==> src/hw/rtl/assert_macros.svh <==
// Assertion macros for the RTL file that carries checks, the decoder top level.
// No dependencies; each macro takes a label, clock, active-low reset and two terms.
`ifndef ASSERT_MACROS_SVH
`define ASSERT_MACROS_SVH

// Same-cycle implication, disabled while reset is asserted.
`define ASSERT_IMPLIES(label, clk, rst_n, ante, cons) \
    label: assert property (@(posedge clk) disable iff (!rst_n) (ante) |-> (cons)) \
        else $error("assertion failed: label");

// Next-cycle implication, disabled while reset is asserted.
`define ASSERT_NEXT(label, clk, rst_n, ante, cons) \
    label: assert property (@(posedge clk) disable iff (!rst_n) (ante) |=> (cons)) \
        else $error("assertion failed: label");

`endif

==> src/hw/rtl/nvd_pkg.sv <==
// Types and constants for the nibble varint decoder.
// No dependencies; used by the core and the top level.
package nvd_pkg;

    typedef enum logic [2:0] {
        PH_FIRST    = 3'd0,
        PH_SIX      = 3'd1,
        PH_NINE     = 3'd2,
        PH_TWELVE   = 3'd3,
        PH_COUNTED  = 3'd4,
        PH_PREFIXED = 3'd5
    } phase_t;

    // Leading nibble codes
    localparam logic [3:0] NIB_LIT_MAX  = 4'h6;
    localparam logic [3:0] NIB_NEST     = 4'h7;
    localparam logic [3:0] NIB_SIX_MAX  = 4'hB;
    localparam logic [3:0] NIB_NINE_MAX = 4'hD;
    localparam logic [3:0] NIB_TWELVE   = 4'hE;

    localparam logic [31:0] COUNT_MAX = 32'd8;

    localparam logic [5:0] LEN_NONE   = 6'd0;
    localparam logic [5:0] LEN_LIT    = 6'd3;
    localparam logic [5:0] LEN_SIX    = 6'd6;
    localparam logic [5:0] LEN_NINE   = 6'd9;
    localparam logic [5:0] LEN_TWELVE = 6'd12;
    localparam logic [5:0] LEN_WORD   = 6'd32;

    typedef struct packed {
        logic [3:0] nibble;
        logic       mode;
        logic       src_end;
    } in_item_t;

    typedef struct packed {
        logic signed [31:0] value;
        logic [5:0]         bit_length;
        logic               error;
    } out_item_t;

endpackage

==> src/hw/rtl/nvd_in_if.sv <==
// Input channel of the decoder: valid/ready plus one nibble item.
// No dependencies; its payload fields mirror the widths of nvd_pkg's in_item_t.
interface nvd_in_if;
    logic       valid;
    logic       ready;
    logic [3:0] nibble;
    logic       mode;
    logic       src_end;

    modport source (output valid, output nibble, output mode, output src_end, input ready);
    modport sink   (input valid, input nibble, input mode, input src_end, output ready);
endinterface

==> src/hw/rtl/nvd_out_if.sv <==
// Result channel of the decoder: valid/ready plus one decoded value item.
// No dependencies; its payload fields mirror the widths of nvd_pkg's out_item_t.
interface nvd_out_if;
    logic               valid;
    logic               ready;
    logic signed [31:0] value;
    logic [5:0]         bit_length;
    logic               error;

    modport source (output valid, output value, output bit_length, output error, input ready);
    modport sink   (input valid, input value, input bit_length, input error, output ready);
endinterface

==> src/hw/rtl/nvd_core.sv <==
// Decoder state and combinational step logic, registered on each fire: one nibble item per fire.
// Depends on nvd_pkg.
module nvd_core
    import nvd_pkg::*;
#(
    parameter int NEST_MAX = 16
)
(
    input  logic      clk,
    input  logic      rst_n,
    input  logic      fire,
    input  in_item_t  item,
    output logic      res_vld,
    output out_item_t res
);

    localparam int PW = $clog2(NEST_MAX + 1);

    phase_t          phase_reg, phase_next;
    logic [31:0]     acc_reg, acc_next;
    logic [3:0]      dig_reg, dig_next;
    logic [3:0]      cnt_reg, cnt_next;
    logic [PW-1:0]   pend_reg, pend_next;
    logic            sgn_reg, sgn_next;
    logic            err_reg, err_next;

    logic            busy;
    logic [5:0]      phase_len;
    logic [31:0]     acc_sh;
    logic [3:0]      dig_dec;
    logic            fin;
    logic [31:0]     fin_v;
    logic [5:0]      fin_len;
    logic [PW-1:0]   pend_eff;
    logic            from_end;
    logic            cnt_ok;

    function automatic logic [31:0] sext(input logic [31:0] v, input logic [5:0] len,
                                         input logic sgn);
        logic [4:0]  top;
        logic [31:0] r;
        top = 5'(len - 6'd1);
        r   = v;
        if (sgn && (len != LEN_NONE) && (len < LEN_WORD) && v[top])
            r = v | (32'hFFFF_FFFF << len);
        return r;
    endfunction

    assign busy = (phase_reg inside {PH_SIX, PH_NINE, PH_TWELVE, PH_COUNTED});

    always_comb
    begin
        case (phase_reg)
            PH_SIX:    phase_len = LEN_SIX;
            PH_NINE:   phase_len = LEN_NINE;
            PH_TWELVE: phase_len = LEN_TWELVE;
            default:   phase_len = {cnt_reg, 2'b00};
        endcase
    end

    always_comb
    begin
        phase_next = phase_reg;
        acc_next   = acc_reg;
        dig_next   = dig_reg;
        cnt_next   = cnt_reg;
        pend_next  = pend_reg;
        sgn_next   = sgn_reg;
        err_next   = err_reg;
        res_vld    = 1'b0;
        res        = '0;
        fin        = 1'b0;
        fin_v      = '0;
        fin_len    = LEN_NONE;
        pend_eff   = pend_reg;
        from_end   = 1'b0;
        acc_sh     = {acc_reg[27:0], item.nibble};
        dig_dec    = (dig_reg != 4'd0) ? dig_reg - 4'd1 : 4'd0;

        if (!item.src_end) begin
            if (busy) begin
                acc_next = acc_sh;
                dig_next = dig_dec;
                if (dig_dec == 4'd0) begin
                    fin     = 1'b1;
                    fin_v   = acc_sh;
                    fin_len = phase_len;
                end
            end else begin
                if (phase_reg != PH_PREFIXED && pend_reg == '0)
                    sgn_next = item.mode;
                if (item.nibble <= NIB_LIT_MAX) begin
                    fin     = 1'b1;
                    fin_v   = {28'd0, item.nibble};
                    fin_len = LEN_LIT;
                end else if (item.nibble == NIB_NEST) begin
                    if (pend_reg >= PW'(NEST_MAX)) begin
                        // nesting overflow: the whole value ends as zero
                        err_next = 1'b1;
                        pend_eff = '0;
                        fin      = 1'b1;
                    end else begin
                        pend_next  = pend_reg + PW'(1);
                        phase_next = PH_FIRST;
                    end
                end else if (item.nibble <= NIB_SIX_MAX) begin
                    acc_next   = {30'd0, item.nibble[1:0]};
                    dig_next   = 4'd1;
                    phase_next = PH_SIX;
                end else if (item.nibble <= NIB_NINE_MAX) begin
                    acc_next   = {31'd0, item.nibble[0]};
                    dig_next   = 4'd2;
                    phase_next = PH_NINE;
                end else if (item.nibble == NIB_TWELVE) begin
                    acc_next   = '0;
                    dig_next   = 4'd3;
                    phase_next = PH_TWELVE;
                end else begin
                    phase_next = PH_PREFIXED;
                end
            end
        end else if (phase_reg != PH_FIRST || pend_reg != '0) begin
            // source exhausted mid-value: pad with zero nibbles
            err_next = 1'b1;
            from_end = 1'b1;
            fin      = 1'b1;
            if (busy) begin
                fin_v   = (dig_reg[3]) ? 32'd0 : (acc_reg << {dig_reg[2:0], 2'b00});
                fin_len = phase_len;
            end else begin
                fin_v   = '0;
                fin_len = LEN_LIT;
            end
        end

        cnt_ok = (fin_v != 32'd0) && (fin_v <= COUNT_MAX);

        if (fin) begin
            if (pend_eff != '0 && cnt_ok && !from_end) begin
                // value becomes the count of an enclosing 7
                phase_next = PH_COUNTED;
                dig_next   = fin_v[3:0];
                cnt_next   = fin_v[3:0];
                acc_next   = '0;
                pend_next  = pend_eff - PW'(1);
            end else begin
                res_vld = 1'b1;
                res.error = err_next;
                if (pend_eff != '0) begin
                    if (!cnt_ok && fin_v != 32'd0)
                        err_next = 1'b1;
                    res.error      = err_next;
                    res.value      = '0;
                    // padded counted value at the outermost level keeps its length
                    if (from_end && cnt_ok && pend_eff == PW'(1))
                        res.bit_length = {fin_v[3:0], 2'b00};
                    else
                        res.bit_length = LEN_NONE;
                end else begin
                    res.value      = sext(fin_v, fin_len, sgn_next);
                    res.bit_length = fin_len;
                end
                phase_next = PH_FIRST;
                acc_next   = '0;
                dig_next   = '0;
                cnt_next   = '0;
                pend_next  = '0;
            end
        end
    end

    always_ff @(posedge clk or negedge rst_n)
    begin
        if (!rst_n) begin
            phase_reg <= PH_FIRST;
            acc_reg   <= '0;
            dig_reg   <= '0;
            cnt_reg   <= '0;
            pend_reg  <= '0;
            sgn_reg   <= 1'b0;
            err_reg   <= 1'b0;
        end else if (fire) begin
            phase_reg <= phase_next;
            acc_reg   <= acc_next;
            dig_reg   <= dig_next;
            cnt_reg   <= cnt_next;
            pend_reg  <= pend_next;
            sgn_reg   <= sgn_next;
            err_reg   <= err_next;
        end
    end

endmodule

==> src/hw/rtl/nibble_varint_decoder_top.sv <==
// Nibble varint decoder, top level. An accepted item waits in the input register; the item that
// completes a value then decodes into the result register, which drives result.valid.
// Throughput: one nibble item per cycle while the result register is free or draining;
// a stalled result register holds the input register, which then backs up the input.
// Reset (rst_n, async, active low) clears valids, decoder state and the sticky error.
// Depends on nvd_pkg, nvd_in_if, nvd_out_if, nvd_core and assert_macros.svh.
`include "assert_macros.svh"

module nibble_varint_decoder_top
    import nvd_pkg::*;
#(
    parameter int NEST_MAX = 16
)
(
    input logic       clk,
    input logic       rst_n,
    nvd_in_if.sink    stream,
    nvd_out_if.source result
);

    // Input register: one item waiting for the decode step.
    logic      in_vld_reg;
    in_item_t  in_reg;

    // Result register: decoupled from the input side by the fire term below.
    logic      out_vld_reg;
    out_item_t out_reg;

    logic      fire;
    logic      core_res_vld;
    out_item_t core_res;
    in_item_t  stream_item;

    assign stream_item = '{nibble: stream.nibble, mode: stream.mode, src_end: stream.src_end};

    // The held item decodes when the result slot is free or draining this cycle.
    assign fire         = in_vld_reg && (!out_vld_reg || result.ready);
    assign stream.ready = !in_vld_reg || fire;

    always_ff @(posedge clk or negedge rst_n)
    begin
        if (!rst_n) begin
            in_vld_reg <= 1'b0;
        end else if (stream.ready) begin
            in_vld_reg <= stream.valid;
        end
    end

    always_ff @(posedge clk)
    begin
        if (stream.ready && stream.valid)
            in_reg <= stream_item;
    end

    nvd_core #(
        .NEST_MAX (NEST_MAX)
    ) u_core (
        .clk     (clk),
        .rst_n   (rst_n),
        .fire    (fire),
        .item    (in_reg),
        .res_vld (core_res_vld),
        .res     (core_res)
    );

    // Items that finish no value (prefixes, leading digits) do not load the result slot.
    always_ff @(posedge clk or negedge rst_n)
    begin
        if (!rst_n) begin
            out_vld_reg <= 1'b0;
        end else if (fire && core_res_vld) begin
            out_vld_reg <= 1'b1;
        end else if (result.ready) begin
            out_vld_reg <= 1'b0;
        end
    end

    always_ff @(posedge clk)
    begin
        if (fire && core_res_vld)
            out_reg <= core_res;
    end

    assign result.valid      = out_vld_reg;
    assign result.value      = out_reg.value;
    assign result.bit_length = out_reg.bit_length;
    assign result.error      = out_reg.error;

    // A decoded value always lands in the result register.
    `ASSERT_NEXT(a_res_load, clk, rst_n, fire && core_res_vld, out_vld_reg)
    // A held item that cannot decode stays held.
    `ASSERT_NEXT(a_in_hold, clk, rst_n, in_vld_reg && !fire, in_vld_reg)
    // The error flag never drops once a result has shown it.
    `ASSERT_NEXT(a_err_sticky, clk, rst_n,
        out_vld_reg && out_reg.error && fire && core_res_vld, out_reg.error)

endmodule
==> src/flat_wrapper.sv <==
// flat-port wrapper written by rule: the top's interface ports become plain ports
module nibble_varint_decoder_top_flat import nvd_pkg::*;
#(
    parameter int NEST_MAX = 16
)
  (clk, rst_n, stream_valid, stream_nibble, stream_mode, stream_src_end, stream_ready, result_valid, result_value, result_bit_length, result_error, result_ready);
  nvd_in_if stream_i ();
  nvd_out_if result_i ();
  input logic clk;
  input logic rst_n;
  input wire logic [$bits(stream_i.valid)-1:0] stream_valid;
  input wire logic [$bits(stream_i.nibble)-1:0] stream_nibble;
  input wire logic [$bits(stream_i.mode)-1:0] stream_mode;
  input wire logic [$bits(stream_i.src_end)-1:0] stream_src_end;
  output wire logic [$bits(stream_i.ready)-1:0] stream_ready;
  output wire logic [$bits(result_i.valid)-1:0] result_valid;
  output wire logic [$bits(result_i.value)-1:0] result_value;
  output wire logic [$bits(result_i.bit_length)-1:0] result_bit_length;
  output wire logic [$bits(result_i.error)-1:0] result_error;
  input wire logic [$bits(result_i.ready)-1:0] result_ready;
  assign stream_i.valid = stream_valid;
  assign stream_i.nibble = stream_nibble;
  assign stream_i.mode = stream_mode;
  assign stream_i.src_end = stream_src_end;
  assign stream_ready = stream_i.ready;
  assign result_valid = result_i.valid;
  assign result_value = result_i.value;
  assign result_bit_length = result_i.bit_length;
  assign result_error = result_i.error;
  assign result_i.ready = result_ready;
  nibble_varint_decoder_top #(.NEST_MAX(NEST_MAX)) u_core (.clk(clk), .rst_n(rst_n), .stream(stream_i), .result(result_i));
endmodule
==> config.mk <==
export PLATFORM = sky130hd
export DESIGN_NAME = nibble_varint_decoder_top_flat
export DESIGN_NICKNAME = d
export VERILOG_FILES = /design/src/hw/rtl/nvd_pkg.sv /design/src/hw/rtl/nvd_in_if.sv /design/src/hw/rtl/nvd_out_if.sv /design/src/hw/rtl/nvd_core.sv /design/src/hw/rtl/nibble_varint_decoder_top.sv /design/src/flat_wrapper.sv
export VERILOG_INCLUDE_DIRS = /design/src /design/src/hw/rtl
export SDC_FILE = /design/constraint.sdc
export NUM_CORES = 1
export LEC_CHECK = 0
export ABC_AREA = 0
export BUFFER_PORTS_ARGS = -buffer_cell sky130_fd_sc_hd__buf_2
export CELL_PAD_IN_SITES_DETAIL_PLACEMENT = 1
export CELL_PAD_IN_SITES_GLOBAL_PLACEMENT = 1
export CORE_UTILIZATION = 45
export DETAILED_ROUTE_END_ITERATION = 8
export PLACE_DENSITY = 0.8
export SETUP_SLACK_MARGIN = 0.1
export SYNTH_ARGS = -nofsm -noshare
export SYNTH_HDL_FRONTEND = slang
export SYNTH_SLANG_ARGS = --single-unit
==> constraint.sdc <==
create_clock -name clk -period 11.8 [get_ports clk]
set_input_delay 1.77 -clock clk [delete_from_list [all_inputs] [get_ports clk]]
set_output_delay 1.77 -clock clk [all_outputs]
set_load 0.03 [all_outputs]
==> metrics.cfg <==
[route]
post_drt_wl_per_cell_microns=24.54
via_per_inst=6.782
vias=5968
first_iter_violations=479
drt_wl_total_microns=21600
ant_nets=0
route.detailed.drc=0
drt-pass1-iter-count=7

[min_path]
min-delay-path-class=reg -> reg
min-delay-start=u_core.u_core.sgn_reg
holdPathEnd=u_core.u_core.sgn_reg
min_path_cells=2

[clock_tree]
cts.repair.resized=0
cts_setup_buffers=0
clkTransAtPathRegs_ps=70
cts_tree=done
clk_latency_ps=370
clockBufferDepth=2
holdBufCountCts=0
root_buffer=clkbuf_16
numCtsBuffers=9
clock-sinks=97
h-tree-depth=3

[floorplan]
dieArea_sq_um=15070
ios=51
coreArea_sq_um=14040
num_rows=43
dieWidth_microns=122.7
die_h_microns=122.7
initial_core_util=0.4672

[grt]
antenna_found_initial=0
grt_max_degree=53
grt_pass1_vias=6069
track_usage=0.2981
grt_pass1_wl_microns=33760
overflow=0

[layout]
antennaDiodeCount=0
area_growth_pct=8.640
final_cell_mix=nand2_1, dfrtp_1, buf_2
num-nets-final=713
final_common_cell=nand2_1
n_fill_cell=1573
drive_gt1_frac=0.1543

[place]
portBuffers=50
dp_slack_ps=6745
gp_congestion=0.9538
hpwl_microns=15530

[pwr]
p_leak_nw=2.813
power-per-cell-area_nw_per_um2=291.7
ir_drop_mv=0.1609

[synth]
ys_ff_latch=97
yosys_warnings=0
synth-main-ff-cell=dfrtp_1
yosysSeqAreaShare=0.4043
syn_area_sq_um=6560
synth_cell_types=75
synth_cells=685
avgSynthCellArea_sq_um=9.577
synth_edf_count=45
syn_nets=703
async_reset_ff_frac=0.5361

[setup_path]
crit_slowest_cell=a311oi_4
worstSetupPathType=reg -> reg
crit-reg2reg-launch=u_core.u_core.phase_reg[1]
start_kind=register
crit_start=u_core.u_core.phase_reg[1]
crit_family=compound AO/OA/AOI/OAI gates
worst-path-buf-inv=0
reg2reg_slack_ps=6670
cp-end-kind=register
cpPeakStageDelay_ps=760
crit_fanout=17
worstRegToRegCells=12
arrival_ps=5210
path_cells=nor2_1, o21ai_0, a311oi_4, ha_1, mux4_2, nand2_1, mux2i_1, o21a_1, a21o_1, o21a_1, a31oi_1, nor2_1
cp.required_ps=11880
r2r-end=u_core.result.value[20]

[flow_run]
max_cap_violations=0

[sta]
rsz0062_at_grt=no
worstMarginPinSlew_ps=1240
final_hold_viol_count=0
tns_ps=0
relSlewSlack=0.1726
finalCritPeriodShare=0.4351
layout_min_cycle_time_ps=5134
setup_ws_ps=6666
maxSlewViolCount=0
whs_ps=503.6
finClkSkew_ps=11.47
fmax_mhz=194.8
finalSetupViolations=0

[status]
status=finished, final reports clean

layout make-up:
type                       count  area, sq um  area share
inverter                      17        63.81    0.008954
sequential                    97         2653      0.3722
clock buffer                  12        257.7     0.03617
timing repair buffer          57        302.8     0.04249
multi-input combinational    513         3590      0.5037
clock inverter                 4        35.03    0.004916
tap                          180        225.2     0.03160
through the flow:
| step | std cells | util | area, sq um | total power, mW |
|---|---|---|---|---|
| finish | 880 | 0.5075 | 7127 | 2.079 |
| global route | 880 | 0.5075 | 7127 | 2.192 |
| CTS | 880 | 0.5075 | 7127 | 2.065 |
| detailed placement | 864 | 0.4867 | 6834 | 1.763 |
| global placement | 864 | 0.4867 | 6834 | 1.717 |
| floorplan | 685 | - | 6560 | 1.469 |
how the worst max path moves through the flow:
stage,end,depth (start not counted)
global placement,u_core.result.value[16],12
finish,u_core.result.value[20],12
global route,u_core.result.value[18],12
detailed placement,u_core.result.value[16],12
CTS,u_core.result.value[16],12
floorplan,u_core.result.bit_length[0],13
report_power, final:
group          switching, mW  total (mW)  internal [mW]
Sequential            0.0766       0.556          0.479
Combinational          0.859        1.23          0.369
Clock                  0.137       0.295          0.158
Total                   1.07        2.08           1.01
metal layers:
| metal | global-route usage | routed length (microns) | vias up |
|---|---|---|---|
| met3 | 0.05437 | 1279 | 52 |
| met1 | 0.3736 | 8967 | 3022 |
| met2 | 0.5000 | 10670 | 245 |
| li1 | - | - | 2649 |
| met5 | 0 | 0 | - |
| met4 | 0.1311 | 680 | 0 |
synthesized netlist by cell type, types with 4 or more instances:
cell type   n  area, sq um
buf_2      13        65.06
o31a_1      4        35.03
a22oi_1    12        90.09
a32o_1      7        70.07
inv_1      16        60.06
a21oi_1    31        155.2
dfrtp_1    52         1301
nor3b_1     4        30.03
o21ai_0    26        130.1
and2_1      5        31.28
buf_6       4        45.04
ha_1        8        100.1
nand4_1     8        50.05
nand3_1    21        105.1
o31ai_1     8        60.06
mux4_2      9        202.7
nor3_1     10        50.05
o22ai_1     5        31.28
o22a_1      4        35.03
a211o_1     4        35.03
nand3b_1    4        30.03
mux2_2     11        123.9
clkbuf_1   34        127.6
a32oi_1     7        61.31
buf_1       7        26.28
or3_1       6        37.54
a21o_1      7        52.55
nand2_1    71        266.5
nand2b_1   15        93.84
o211ai_1    8        60.06
edfxtp_1   45         1351
o21ai_1     4        20.02
a22o_1     39        341.6
nor2_1     48        180.2
and3_1     11        68.82
nor2b_1     5        31.28
a31oi_1    14        87.58
mux2i_1    34        340.3
nor4_1      9        56.30
worst min-delay path: stages (launching register included):
cell and delay, ps:
dfrtp_1 360, nand2_1 50, o21ai_0 60
logic make-up after synthesis:
group	synth area share
DFF	0.4043
buffers and inverters	0.04997
xor gates and xnor gates	0.005341
muxes	0.1017
and+or+nand+nor	0.1842
adders and majority gates	0.01526
AOI/OAI and AO/OA	0.2392
(Power assumes the default switching activity.)
